**config.mk**
```make
export PLATFORM = sky130hd
export DESIGN_NAME = trial_division_prime_test_top
export DESIGN_NICKNAME = d
export VERILOG_FILES = /design/src/tdp_pkg.sv /design/src/tdp_front.sv /design/src/tdp_queue.sv /design/src/tdp_back.sv /design/src/trial_division_prime_test_top.sv
export SDC_FILE = /design/constraint.sdc
export NUM_CORES = 1
export LEC_CHECK = 0
export BUFFER_PORTS_ARGS = -buffer_cell sky130_fd_sc_hd__buf_2
export CAP_MARGIN = 20
export CORE_ASPECT_RATIO = 0.7
export CORE_MARGIN = 5
export CORE_UTILIZATION = 48
export CTS_CLUSTER_SIZE = 30
export DETAILED_ROUTE_END_ITERATION = 8
export GPL_TIMING_DRIVEN = 0
export PLACE_DENSITY_LB_ADDON = 0.08
export SLEW_MARGIN = 20
export SYNTH_ARGS = -nofsm -noshare
export SYNTH_HDL_FRONTEND = slang
export SYNTH_HIERARCHICAL = 1
export SYNTH_SLANG_ARGS = --single-unit
```
**constraint.sdc**
```tcl
create_clock -name clk -period 9.6 [get_ports clk]
set_input_delay 1.92 -clock clk [delete_from_list [all_inputs] [get_ports clk]]
set_output_delay 1.92 -clock clk [all_outputs]
set_load 0.01 [all_outputs]
```
**src/tdp_pkg.sv**
```systemverilog
// ----------------------------------------------------------------------------
// Trial division prime test package
// Shared constants and the control structs that pass between the front end,
// the queue and the divider back end.
// ----------------------------------------------------------------------------
`default_nettype none

package tdp_pkg;

  localparam int NUM_W_DEF   = 32;
  localparam int QUEUE_DEPTH = 2;

  typedef struct packed {
    logic push;
    logic skip;
  } tdp_push_t;

  typedef struct packed {
    logic full;
    logic empty;
  } tdp_qstat_t;

endpackage

`default_nettype wire

```
**src/tdp_front.sv**
```systemverilog
// ----------------------------------------------------------------------------
// Trial division front end
// Accepts an input beat when the queue has room and marks numbers below two,
// which are settled as not prime without any division.
// ----------------------------------------------------------------------------
`default_nettype none

module tdp_front
  import tdp_pkg::*;
#(
  parameter int NUMBER_WIDTH = NUM_W_DEF
) (
  input  wire logic                    start,
  input  wire logic [NUMBER_WIDTH-1:0] in_number,
  input  wire tdp_qstat_t              qstat,
  output tdp_push_t                    push_ctl,
  output logic      [NUMBER_WIDTH-1:0] push_number
);

  always_comb begin
    push_ctl.push = start && !qstat.full;
    push_ctl.skip = (in_number[NUMBER_WIDTH-1:1] == '0);
    push_number   = in_number;
  end

endmodule

`default_nettype wire

```
**src/tdp_queue.sv**
```systemverilog
// ----------------------------------------------------------------------------
// Trial division work queue
// A short first-in first-out queue of classified numbers between the front
// end and the divider back end.
// ----------------------------------------------------------------------------
`default_nettype none

module tdp_queue
  import tdp_pkg::*;
#(
  parameter int NUMBER_WIDTH = NUM_W_DEF
) (
  input  wire logic                    clk,
  input  wire logic                    rst_n,
  input  wire tdp_push_t               push_ctl,
  input  wire logic [NUMBER_WIDTH-1:0] push_number,
  input  wire logic                    pop,
  output tdp_qstat_t                   qstat,
  output logic      [NUMBER_WIDTH-1:0] head_number,
  output logic                         head_skip
);

  localparam int PW = (QUEUE_DEPTH > 1) ? $clog2(QUEUE_DEPTH) : 1;
  localparam int CW = $clog2(QUEUE_DEPTH + 1);

  logic [NUMBER_WIDTH-1:0] num_mem [QUEUE_DEPTH];
  logic                    skip_mem [QUEUE_DEPTH];

  logic [PW-1:0] wr_ptr_r, wr_ptr_nxt;
  logic [PW-1:0] rd_ptr_r, rd_ptr_nxt;
  logic [CW-1:0] count_r, count_nxt;
  logic          do_push, do_pop;

  always_comb begin
    qstat.full  = (count_r == CW'(QUEUE_DEPTH));
    qstat.empty = (count_r == '0);
    do_push     = push_ctl.push && !qstat.full;
    do_pop      = pop && !qstat.empty;
    head_number = num_mem[rd_ptr_r];
    head_skip   = skip_mem[rd_ptr_r];

    wr_ptr_nxt = wr_ptr_r;
    rd_ptr_nxt = rd_ptr_r;
    count_nxt  = count_r;
    if (do_push) begin
      wr_ptr_nxt = (wr_ptr_r == PW'(QUEUE_DEPTH - 1)) ? '0 : wr_ptr_r + 1'b1;
    end
    if (do_pop) begin
      rd_ptr_nxt = (rd_ptr_r == PW'(QUEUE_DEPTH - 1)) ? '0 : rd_ptr_r + 1'b1;
    end
    if (do_push && !do_pop) begin
      count_nxt = count_r + 1'b1;
    end else if (do_pop && !do_push) begin
      count_nxt = count_r - 1'b1;
    end
  end

  always_ff @(posedge clk) begin
    if (!rst_n) begin
      wr_ptr_r <= '0;
      rd_ptr_r <= '0;
      count_r  <= '0;
    end else begin
      wr_ptr_r <= wr_ptr_nxt;
      rd_ptr_r <= rd_ptr_nxt;
      count_r  <= count_nxt;
    end
  end

  always_ff @(posedge clk) begin
    if (do_push) begin
      num_mem[wr_ptr_r]  <= push_number;
      skip_mem[wr_ptr_r] <= push_ctl.skip;
    end
  end

endmodule

`default_nettype wire

```
**src/tdp_back.sv**
```systemverilog
// ----------------------------------------------------------------------------
// Trial division back end
// Steps the candidate divisor upward from two while its square stays within
// the number, computing each remainder with a one-bit-per-cycle divider.
// ----------------------------------------------------------------------------
`default_nettype none

module tdp_back
  import tdp_pkg::*;
#(
  parameter int NUMBER_WIDTH = NUM_W_DEF
) (
  input  wire logic                    clk,
  input  wire logic                    rst_n,
  input  wire tdp_qstat_t              qstat,
  input  wire logic [NUMBER_WIDTH-1:0] head_number,
  input  wire logic                    head_skip,
  output logic                         pop,
  output logic                         out_valid,
  output logic                         out_is_prime
);

  localparam int DW = (NUMBER_WIDTH + 1) / 2 + 1;
  localparam int SW = NUMBER_WIDTH + 2;
  localparam int BW = $clog2(NUMBER_WIDTH);

  localparam logic [1:0] ST_IDLE  = 2'd0;
  localparam logic [1:0] ST_BOUND = 2'd1;
  localparam logic [1:0] ST_DIV   = 2'd2;

  logic [1:0]              state_r, state_nxt;
  logic [NUMBER_WIDTH-1:0] num_r, num_nxt;
  logic [DW-1:0]           d_r, d_nxt;
  logic [SW-1:0]           sq_r, sq_nxt;
  logic [DW-1:0]           rem_r, rem_nxt;
  logic [BW-1:0]           cnt_r, cnt_nxt;
  logic                    out_valid_r, out_valid_nxt;
  logic                    out_is_prime_r, out_is_prime_nxt;
  logic [DW:0]             trial;
  logic [DW:0]             trial_sub;

  always_comb begin
    state_nxt        = state_r;
    num_nxt          = num_r;
    d_nxt            = d_r;
    sq_nxt           = sq_r;
    rem_nxt          = rem_r;
    cnt_nxt          = cnt_r;
    out_valid_nxt    = 1'b0;
    out_is_prime_nxt = out_is_prime_r;
    pop              = 1'b0;
    trial            = {rem_r, num_r[cnt_r]};
    trial_sub        = trial - {1'b0, d_r};

    unique case (state_r)
      ST_IDLE: begin
        if (!qstat.empty) begin
          pop = 1'b1;
          if (head_skip) begin
            out_valid_nxt    = 1'b1;
            out_is_prime_nxt = 1'b0;
          end else begin
            num_nxt   = head_number;
            d_nxt     = DW'(2);
            sq_nxt    = SW'(4);
            state_nxt = ST_BOUND;
          end
        end
      end
      ST_BOUND: begin
        if (sq_r > SW'(num_r)) begin
          out_valid_nxt    = 1'b1;
          out_is_prime_nxt = 1'b1;
          state_nxt        = ST_IDLE;
        end else begin
          rem_nxt   = '0;
          cnt_nxt   = BW'(NUMBER_WIDTH - 1);
          state_nxt = ST_DIV;
        end
      end
      ST_DIV: begin
        if (trial >= {1'b0, d_r}) begin
          rem_nxt = trial_sub[DW-1:0];
        end else begin
          rem_nxt = trial[DW-1:0];
        end
        cnt_nxt = cnt_r - 1'b1;
        if (cnt_r == '0) begin
          if (rem_nxt == '0) begin
            out_valid_nxt    = 1'b1;
            out_is_prime_nxt = 1'b0;
            state_nxt        = ST_IDLE;
          end else begin
            d_nxt     = d_r + 1'b1;
            sq_nxt    = sq_r + SW'({d_r, 1'b1});
            state_nxt = ST_BOUND;
          end
        end
      end
      default: begin
        state_nxt = ST_IDLE;
      end
    endcase
  end

  always_ff @(posedge clk) begin
    if (!rst_n) begin
      state_r     <= ST_IDLE;
      out_valid_r <= 1'b0;
    end else begin
      state_r     <= state_nxt;
      out_valid_r <= out_valid_nxt;
    end
  end

  always_ff @(posedge clk) begin
    num_r          <= num_nxt;
    d_r            <= d_nxt;
    sq_r           <= sq_nxt;
    rem_r          <= rem_nxt;
    cnt_r          <= cnt_nxt;
    out_is_prime_r <= out_is_prime_nxt;
  end

  assign out_valid    = out_valid_r;
  assign out_is_prime = out_is_prime_r;

`ifndef NO_ASSERTIONS
  a_div_divisor_min: assert property (@(posedge clk) disable iff (!rst_n)
    (state_r == ST_DIV) |-> (d_r >= DW'(2)))
    else $error("divider running with a divisor below two");

  a_div_rem_bound: assert property (@(posedge clk) disable iff (!rst_n)
    (state_r == ST_DIV) |-> (rem_r < d_r))
    else $error("partial remainder not below the divisor");

  a_result_idle: assert property (@(posedge clk) disable iff (!rst_n)
    out_valid_r |-> (state_r == ST_IDLE))
    else $error("result beat while a number is still in work");

  a_prime_from_bound: assert property (@(posedge clk) disable iff (!rst_n)
    (out_valid_r && out_is_prime_r) |-> ($past(state_r) == ST_BOUND))
    else $error("prime reported without the square bound being passed");
`endif

endmodule

`default_nettype wire

```
**src/trial_division_prime_test_top.sv**
```systemverilog
// ----------------------------------------------------------------------------
// Trial division prime test
// Reports for each number whether it is prime by trial division.
//
//   Channel  Ports                 Transfer
//   input    start, in_number      beat taken when start is high, busy low
//   result   out_valid, out_is_prime  one-cycle strobe, always taken
//
// Each candidate divisor passes one bound check and then the bit-serial
// remainder unit. A composite n is reported once its smallest factor
// divides it, a prime once the square of the candidate divisor exceeds n,
// and a number below two without any division.
// The queue holds two numbers; busy is high while it is full. Reset is
// synchronous and active low; it empties the queue and idles the divider.
// The receiver cannot stall.
// ----------------------------------------------------------------------------
`default_nettype none

module trial_division_prime_test_top
  import tdp_pkg::*;
#(
  parameter int NUMBER_WIDTH = NUM_W_DEF
) (
  input  wire logic                    clk,
  input  wire logic                    rst_n,
  input  wire logic                    start,
  output logic                         busy,
  input  wire logic [NUMBER_WIDTH-1:0] in_number,
  output logic                         out_valid,
  output logic                         out_is_prime
);

  tdp_push_t               push_ctl;
  tdp_qstat_t              qstat;
  logic [NUMBER_WIDTH-1:0] push_number;
  logic [NUMBER_WIDTH-1:0] head_number;
  logic                    head_skip;
  logic                    pop;

  tdp_front #(
    .NUMBER_WIDTH(NUMBER_WIDTH)
  ) u_front (
    .start      (start),
    .in_number  (in_number),
    .qstat      (qstat),
    .push_ctl   (push_ctl),
    .push_number(push_number)
  );

  tdp_queue #(
    .NUMBER_WIDTH(NUMBER_WIDTH)
  ) u_queue (
    .clk        (clk),
    .rst_n      (rst_n),
    .push_ctl   (push_ctl),
    .push_number(push_number),
    .pop        (pop),
    .qstat      (qstat),
    .head_number(head_number),
    .head_skip  (head_skip)
  );

  tdp_back #(
    .NUMBER_WIDTH(NUMBER_WIDTH)
  ) u_back (
    .clk         (clk),
    .rst_n       (rst_n),
    .qstat       (qstat),
    .head_number (head_number),
    .head_skip   (head_skip),
    .pop         (pop),
    .out_valid   (out_valid),
    .out_is_prime(out_is_prime)
  );

  assign busy = qstat.full;

endmodule

`default_nettype wire
```
# After elaboration in Yosys (flattened, before gate mapping)
# Memories as Yosys holds them, arrays and structs flattened. A register that Yosys moved wholly into a read port is not among the register bits.
# Cells that the tools add are included.
dict set report word_totals {
  regBits 81
  latchBits 0
  mem_bits_rw 66
  rom_bits 0
  inputBits 35
  output_inout_bits 3
  n_memories 2
}
# name depth word_bits read_ports rd_ports_with_merged_regs wr line_no
set memory_table {}
lappend memory_table {u_queue.num_mem 2 32 1 1 1 tdp_queue.sv:26} ;# logic [NUMBER_WIDTH-1:0] num_mem [QUEUE_DEPTH];
lappend memory_table {u_queue.skip_mem 2 1 1 1 1 tdp_queue.sv:27} ;# logic skip_mem [QUEUE_DEPTH];
dict set report classes {
  addsub 8
  mul 0
  n_div 0
  n_lt_le_gt_ge 3
  n_eq_ne 11
  n_shift 0
  mux 46
  n_bitwise 2
  reduce_logical 23
}
# cell n
set op_table {}
lappend op_table {{$mux W34} 4}
lappend op_table {{$mux W17} 7}
lappend op_table {{$pmux W17 S2} 2}
lappend op_table {{$pmux W34 S2} 1}
lappend op_table {{$add A34 B18 Y34} 1}
lappend op_table {{$gt A34 B32 Y1} 1}
lappend op_table {{$logic_not A31 Y1} 1}
lappend op_table {{$mux W1} 20}
lappend op_table {{$ge A18 B17 Y1} 1}
lappend op_table {{$add A17 B1 Y17 const B} 1}
lappend op_table {{$logic_not A17 Y1} 1}
lappend op_table {{$sub A17 B17 Y17} 1}
lappend op_table {{$mux W2} 6}
lappend op_table {{$ne A2 B2 Y1 const B} 5}
lappend op_table {{$pmux W5 S2} 1}
lappend op_table {{$lt A5 B6 Y1 const B} 1}
lappend op_table {{$ne A2 B1 Y1 const B} 3}
lappend op_table {{$pmux W1 S3} 2}
lappend op_table {{$pmux W2 S3} 1}
lappend op_table {{$reduce_and A3 Y1} 2}
lappend op_table {{$reduce_and A6 Y1} 1}
lappend op_table {{$reduce_bool A2 Y1} 3}
lappend op_table {{$bmux W1 S5} 1}
lappend op_table {{$logic_and A1 B1 Y1} 5}
lappend op_table {{14 further kinds} 21}

# Longest topological paths before layout
# Gate-level depths: netlist (run 1).
dict set report depth {
  ltp_word 9
  mapped_depth 18
  mapped_depth_nobuf 15
}

# Hierarchy
# The synthesis (run 1) kept the hierarchy.
# mod n_inst cells_per_inst area_each_um2 seq_area_each_um2
set by_module_without_submodules {}
lappend by_module_without_submodules {tdp_back 1 773 7783.7 3243.1}
lappend by_module_without_submodules {tdp_queue 1 128 2607.5 2082.0}
lappend by_module_without_submodules {tdp_front 1 44 317.8 0.0}

# Worst setup path before layout (run 1)
# No wires, ideal clock.
dict set report synth_path {
  kind {register to register}
  startpoint {reg u_back.cnt_r[0]}
  endpoint {reg u_back.d_r[0], enable pin}
  t_arrival_ps 6388
  slack_ps 2735
  stages_incl_launch_ff 17
  path_cell_list {edfxtp_1 > buf_6 > mux4_2 > mux4_2 > o21ai_2 > ha_1 > inv_1 > fa_1 > a211o_1 > a311o_1 > a21boi_2 > a2111oi_2 > or2_1 > buf_6 > a41oi_1 > nor3_1 > a21oi_1}
}
dict set report synth_between {
  elab_chain_cells 8
  elab_cells_between_ends 11
  cone_classes {add/sub (1); order compare (1); eq/ne (2); mux (4); reduce/logical (3)}
}
# item line_no
set synth_rtl {}
lappend synth_rtl {{from (decl)} tdp_back.sv:36} ;# logic [BW-1:0] cnt_r, cnt_nxt;
lappend synth_rtl {{from (signal assigned)} tdp_back.sv:121} ;# cnt_r <= cnt_nxt;
lappend synth_rtl {{$bmux W1 S5} tdp_back.sv:52} ;# trial = {rem_r, num_r[cnt_r]};
lappend synth_rtl {{$mux W1 (implied by the code)} tdp_back.sv:52}
lappend synth_rtl {{$sub A17 B17 Y17 or $ge A18 B17 Y1 (tied branches)} {tdp_back.sv:53, tdp_back.sv:82}}
lappend synth_rtl {{$mux W17} tdp_back.sv:82} ;# if (trial >= {1'b0, d_r}) begin
lappend synth_rtl {{$mux W17} tdp_back.sv:55} ;# unique case (state_r)
lappend synth_rtl {{$logic_not A17 Y1} tdp_back.sv:89} ;# if (rem_nxt == '0) begin
lappend synth_rtl {{$ne A2 B2 Y1 (no source line)} --}
lappend synth_rtl {{$reduce_and A5 Y1 (no source line) (*)} --}
lappend synth_rtl {{to (signal assigned)} tdp_back.sv:118} ;# d_r <= d_nxt;
lappend synth_rtl {{to (decl)} tdp_back.sv:33} ;# logic [DW-1:0] d_r, d_nxt;
# Mark *: on every way between the ends. The rest lies on a longest branch, timed or not. The select of a mux whose other input is x is not followed.
# A chain may end at the register's enable or synchronous reset.

# Final worst setup path (run 1)
dict set report layout_path {
  startpoint {reg u_back.cnt_r[1]}
  endpoint {reg u_back.sq_r[6], enable pin}
}
dict set report layout_between {
  elab_chain_cells 8
  elab_cells_between_ends 11
  cone_classes {add/sub (1); order compare (1); eq/ne (2); mux (4); reduce/logical (3)}
}
# item line_no
set layout_rtl {}
lappend layout_rtl {{$bmux W1 S5} tdp_back.sv:52}
lappend layout_rtl {{$mux W1 (implied by the code)} tdp_back.sv:52}
lappend layout_rtl {{$sub A17 B17 Y17 or $ge A18 B17 Y1 (tied branches)} {tdp_back.sv:53, tdp_back.sv:82}}
lappend layout_rtl {{$mux W17} tdp_back.sv:82}
lappend layout_rtl {{$mux W17} tdp_back.sv:55}
lappend layout_rtl {{$logic_not A17 Y1} tdp_back.sv:89}
lappend layout_rtl {{$ne A2 B2 Y1 (no source line)} --}
lappend layout_rtl {{$reduce_and A5 Y1 (no source line) (*)} --}
lappend layout_rtl {{to (signal assigned)} tdp_back.sv:119} ;# sq_r <= sq_nxt;
lappend layout_rtl {{to (decl)} tdp_back.sv:34} ;# logic [SW-1:0] sq_r, sq_nxt;
# Marks and branches as above.

==> flow_summary_export.csv, run 1 <==
group,metric,value,unit
timing,slew_violations,0,
synth,yosysMostFrequentCell,"edfxtp_1",
timing,finalSetupViolCount,0,
clocking,cts_made_buffers,17,
layout,drive_gt1_share,17.1,%
grt,grtUsageMet1,32.3,%
place,dp.cells,1270,
grt,grt_max_degree,28,
clocking,insertion_delay,0.44,ns
grt,grt_pass1_vias,6900,
clocking,cts.clk_slew.worst_paths,0.07,ns
grt,grt_overflow,0,
timing,max_freq,0.168,GHz
power,leakage,4.76,nW
place,dp.final_hpwl,18.3,mm
detailed_routing,vias,7459,
synth,yosys.cell_types.count,71,
floorplan,rows,45,
timing,period_share,62.0,%
grt,grtUsageTotal,19.4,%
synth,ys_seq_elements,180,
timing,rsz0062_at_grt,"false",
detailed_routing,first_iter_violations,528,
grt,antenna_found_initial,0,
detailed_routing,drc,0,
timing,holdWs,0.525,ns
layout,syn2layout_area_growth,12.7,%
critical_path,reg2reg_depth,18,
place,portBuffers,36,
synth,syn_inst,945,
floorplan,initial_core_util,49.1,%
clocking,clockBufferDepth,2,
min_path,hold_depth,2,
detailed_routing,drt_pass1_iterations,5,
clocking,cts_num_sinks,180,
layout,layoutNonFillerInstCount,1302,
min_path,hp-class,"register to register",
timing,fin_skew,0.00894,ns
detailed_routing,via_per_inst,5.73,
synth,syn_area_per_cell,11.3,um^2
grt,met2_usage,25.5,%
timing,layout_setup_ws,3.65,ns
critical_path,endpoint_kind,"register",
clocking,cts_resized,0,
detailed_routing,antenna_left,0,
floorplan,dieWidth,189,um
synth,synth_common_cells,"edfxtp_1, ha_1, nor2_1",
synth,synth.area.top_cells,"edfxtp_1, ha_1, mux2_2",
layout,multi_input_area,4780,um^2
synth,synth_top_area_share,48.2,%
grt,grt_pass1_wl,38.3,mm
clocking,ctsHoldBuffers,0,
synth,synth-edff-count,172,
detailed_routing,drt-total-wl,24.1,mm
detailed_routing,drt-wirelength-per-cell,18.5,um
timing,hold_violations,0,
grt,grt-busiest-layer,"met1",
floorplan,pin_count,38,
clocking,clockRootBuffer,"clkbuf_16",
floorplan,die-area,25400,um^2
synth,ys_seq_area_share,49.7,%
status,outcome,"finished, final reports clean",
floorplan,coreArea,21800,um^2
power,peakVddDrop,0.000166,V
critical_path,worstPathRequired,9.74,ns
clocking,htree_num_levels,4,
synth,yosys_warnings,6,
synth,async_reset_ff_share,0,%
layout,ff_latch_area,5330,um^2
place,pre_cts_slack,3.72,ns
floorplan,die_height,135,um
layout,fill_cells,1845,
timing,relSlewSlack,30.8,%
power,power_density,343,nW/um^2
timing,tns,0,ns
synth,ys.flop_type,"edfxtp_1",
layout,fin_nets,1118,
clocking,cts_tree,"yes",
place,gp_congestion,0.849,
layout,antenna_cells,0,
layout,fin_util,55.4,%
timing,max_slew.worst_pin.slew,1.04,ns
synth,synth_fp_nets,1056,
critical_path,cp-start-kind,"register",
critical_path,crit_fanout,23,
critical_path,worst-endpoint-arrival,6.09,ns
job,drv_cap,0,
critical_path,critPathKind,"register to register",
grt,use_met3,3.59,%
timing,min_period,5.95,ns
synth,syn_area,10700,um^2
synth,yosysTopAreaCell,"edfxtp_1",
clocking,cts_setup_buffers,0,
[metal layers]
metal / share of wire, % / vias up
met3: 6.5 / 12
met2: 40 / 200
met1: 53 / 3627
li1: - / 3620
met5: 0 / -
met4: 0.79 / 0
[cell usage in the layout (no fill, tap or decap), drive strengths merged, types with 20 or more instances in the layout]
cell type	Yosys	layout
xnor2	30	30
edfxtp	172	172
mux2	34	34
o21ai	30	30
nand2	54	54
a21oi	41	41
clkbuf	18	36
ha	74	74
nor2	71	71
a21o	34	34
buf	44	87
inv	70	71
nand4	20	20
[worst max-delay path, cell delays in order, from the launching register on]
cell	delay, ns
edfxtp_1	0.32
clkbuf_1	0.52
mux4_2	0.47
mux4_2	0.48
o21ai_2	0.28
ha_1	0.24
inv_1	0.06
fa_1	0.43
a211o_1	0.35
a311o_1	0.42
a21boi_2	0.21
a2111oi_2	0.12
or2_1	0.23
buf_6	0.16
a31oi_1	0.32
nor3_1	0.16
a21oi_4	0.43
buf_16	0.24
buf_16	0.18
[path summary, 6_finish.rpt]
path                                           end               start  slack (ns)
worst max-delay path                u_back/sq_r[6]     u_back/cnt_r[1]        3.65
worst max register to register      u_back/sq_r[6]     u_back/cnt_r[1]        3.65
worst min register to register  u_queue/count_r[1]  u_queue/count_r[1]        0.53
worst min-delay path            u_queue/count_r[1]  u_queue/count_r[1]        0.53
[metrics by stage]
stage | total power [mW] | area (um^2)
floorplan | 2.79 | 10700
global placement | 3.29 | 11200
detailed placement | 3.37 | 11400
CTS | 4.14 | 12100
global route | 4.44 | 12100
finish | 4.14 | 12100
[sequential cells by signal, summed over array words and instances (netlist names), named ones only]
signal and cells:
u_back/cnt_r 5, u_back/d_r 17, u_back/num_r 32, u_back/out_is_prime 1
u_back/out_valid 1, u_back/rem_r 17, u_back/sq_r 34, u_back/state_r 2
u_queue/count_r 2, u_queue/num_mem 64, u_queue/rd_ptr_r 1, u_queue/skip_mem 2
u_queue/wr_ptr_r 1
[report_power, final]
group | switching [mW] | internal [mW] | leakage [nW]
sequential | 0.176 | 1.18 | 1.67
combinational | 1.19 | 0.838 | 2.78
clock | 0.294 | 0.460 | 0.304
total | 1.66 | 2.48 | 4.76
[area by class of cell]
cell class	instances	share of cell area [%]
timing repair buffer	43	2.76
sequential	180	44.1
multi-input combinational	633	39.6
clock inverter	14	1.73
clock buffer	18	3.56
buffer	62	3.17
tap	282	2.92
inverter	70	2.18
[logic make-up (layout without fill, tap and decap cells)]
family | count (synthesis) | in the layout | share of synthesized area [%]
AND/OR/NAND/NOR | 268 | 268 | 12.8
AO/OA/AOI/OAI | 188 | 188 | 12.0
flip-flops | 180 | 180 | 49.7
buffers and inverters | 132 | 207 | 6.03
adder cells (fa/ha/maj) | 76 | 76 | 9.02
multiplexers | 58 | 58 | 6.90
XOR/XNOR | 43 | 43 | 3.52
No activity file was read; power rests on OpenSTA's default activity.
==> run 2: changes to the inputs <==
- clock period: 9.6 -> 6.1 ns (I/O delays scaled with it)
==> flow_summary_export.csv, run 2 (synthesis results as in run 1) <==
group,metric,value,unit
power,power_frac_seq,33.9,%
critical_path,slowest_delay,0.57,ns
place,pre_cts_slack,0.170,ns
clocking,clockRootBuffer,"clkbuf_16",
layout,fin_util,54.9,%
floorplan,coreArea,21800,um^2
layout,largest_reg_flops,64,
status,outcome,"finished, final reports clean",
min_path,hp-class,"register to register",
clocking,cts_made_buffers,17,
place,dp.final_hpwl,18.6,mm
critical_path,critPathKind,"register to register",
timing,rsz0062_at_grt,"false",
clocking,htree_num_levels,4,
timing,max_freq,0.174,GHz
detailed_routing,drt-total-wl,24.1,mm
critical_path,r2r_slack,0.35,ns
layout,finalInstanceArea,12000,um^2
layout,fin_nets,1117,
floorplan,die_height,135,um
timing,min_period,5.75,ns
power,switchingPower,2.58,mW
timing,relSlewSlack,35.7,%
critical_path,cp.buffers_inverters,4,
floorplan,initial_core_util,49.1,%
layout,fill_cells,1886,
critical_path,worstPathRequired,6.24,ns
clocking,ctsHoldBuffers,0,
floorplan,pin_count,38,
grt,grt_pass1_wl,38.3,mm
timing,max_slew.worst_pin.slew,0.959,ns
job,drv_cap,0,
place,gp_congestion,0.845,
power,total_power,6.31,mW
detailed_routing,antenna_left,0,
detailed_routing,first_iter_violations,583,
place,portBuffers,36,
timing,hold_violations,0,
timing,finalSetupViolCount,0,
grt,grtUsageTotal,19.3,%
grt,grt_overflow,0,
clocking,cts.clk_slew.worst_paths,0.07,ns
layout,max_flop_register,"u_queue/num_mem",
layout,top_regs,"u_queue/num_mem x64, u_back/sq_r x34, u_back/num_r x32",
layout,final_cell_mix,"edfxtp_1, ha_1, nor2_1",
clocking,cts_resized,0,
power,leakage,4.69,nW
power,pwr-share-comb,49.9,%
clocking,cts_num_sinks,180,
critical_path,crit_fanout,24,
clocking,cts_setup_buffers,0,
grt,grt_pass1_vias,6924,
clocking,cts_tree,"yes",
power,peakVddDrop,0.000242,V
layout,antenna_cells,0,
grt,antenna_found_initial,0,
grt,grt_max_degree,27,
timing,layout_setup_ws,0.346,ns
detailed_routing,drt_pass1_iterations,4,
layout,layoutNonFillerInstCount,1301,
detailed_routing,drc,0,
place,place_area,11400,um^2
floorplan,dieWidth,189,um
floorplan,die-area,25400,um^2
timing,fin_skew,0.00877,ns
critical_path,cp-start-kind,"register",
detailed_routing,via_per_inst,5.64,
layout,syn2layout_area_growth,11.7,%
power,power_density,528,nW/um^2
clocking,insertion_delay,0.43,ns
floorplan,rows,45,
critical_path,worst-endpoint-arrival,5.89,ns
critical_path,critPathSlowestCell,"mux4_2",
critical_path,cpLargestDelayFamily,"compound AO/OA/AOI/OAI gates",
layout,final_common_cell,"edfxtp_1",
layout,drive_gt1_share,16.9,%
power,switching_share,41.0,%
timing,slew_violations,0,
timing,period_share,94.3,%
power,p_int,3.73,mW
power,clock_power_share,16.2,%
detailed_routing,drt-wirelength-per-cell,18.5,um
critical_path,path_cells,"buf_6 > mux4_2 > mux4_2 > o21ai_2 > ha_1 > inv_1 > fa_1 > a211o_1 > a311o_1 > a21boi_2 > a2111oi_2 > or2_1 > buf_6 > a31oi_1 > nor3_1 > a21oi_4 > buf_16",
clocking,clockBufferDepth,2,
critical_path,endpoint_kind,"register",
detailed_routing,vias,7344,
place,dp.cells,1270,
## run 2: layer usage
metal  global-route usage (%)  vias up  part of all wire (%)
met5                        0        -                     0
met4                     4.94        0                   1.2
met3                     3.85       20                   5.5
met2                     25.7      157                    39
met1                     31.6     3556                    54
li1                         -     3611                     -
## run 2: worst paths after layout
kind	start	to	cells past startpoint
max reg2reg	u_back/cnt_r[0]	u_back/d_r[5]	17
min reg2reg	u_queue/count_r[1]	u_queue/count_r[1]	2
min	u_queue/count_r[1]	u_queue/count_r[1]	2
max	u_back/cnt_r[0]	u_back/d_r[5]	17
## run 2: worst register-to-register path, delay by kind of cell (launching register included)
kind            cells  cell delay (ns)
mux                 2             1.06
flops               1             0.38
compound gates      7             2.27
buf+inv             4             0.67
fa+ha+maj           2             0.69
simple gates        2             0.40
## run 2: area by class of cell
| cell class | count | area [um^2] | share of cell area [%] |
|---|---|---|---|
| Sequential cell | 180 | 5330 | 44.5 |
| Clock inverter | 13 | 110 | 0.921 |
| Timing Repair Buffer | 43 | 320 | 2.68 |
| Multi-Input combinational cell | 633 | 4780 | 39.9 |
| Clock buffer | 19 | 433 | 3.62 |
| Inverter | 70 | 263 | 2.20 |
| Tap cell | 282 | 353 | 2.95 |
| Buffer | 61 | 379 | 3.17 |
## run 2: through the flow
stage / TNS [ns] / hold WS [ns]
3_3_place_gp: -59.28 / 0.511
2_1_floorplan: 0 / 0.483
4_1_cts: 0 / 0.525
3_5_place_dp: 0 / 0.516
5_1_grt: 0 / 0.557
6_report: 0 / 0.523
## run 2: power groups by stage
stage          logic [mW]  registers (mW)  clock network [mW]
2_1_floorplan        2.30            2.07                   0
3_3_place_gp         2.97            2.20                   0
3_5_place_dp         3.12            2.16                   0
4_1_cts              3.14            2.14                1.05
5_1_grt              3.50            2.18                1.11
6_report             3.15            2.14                1.02
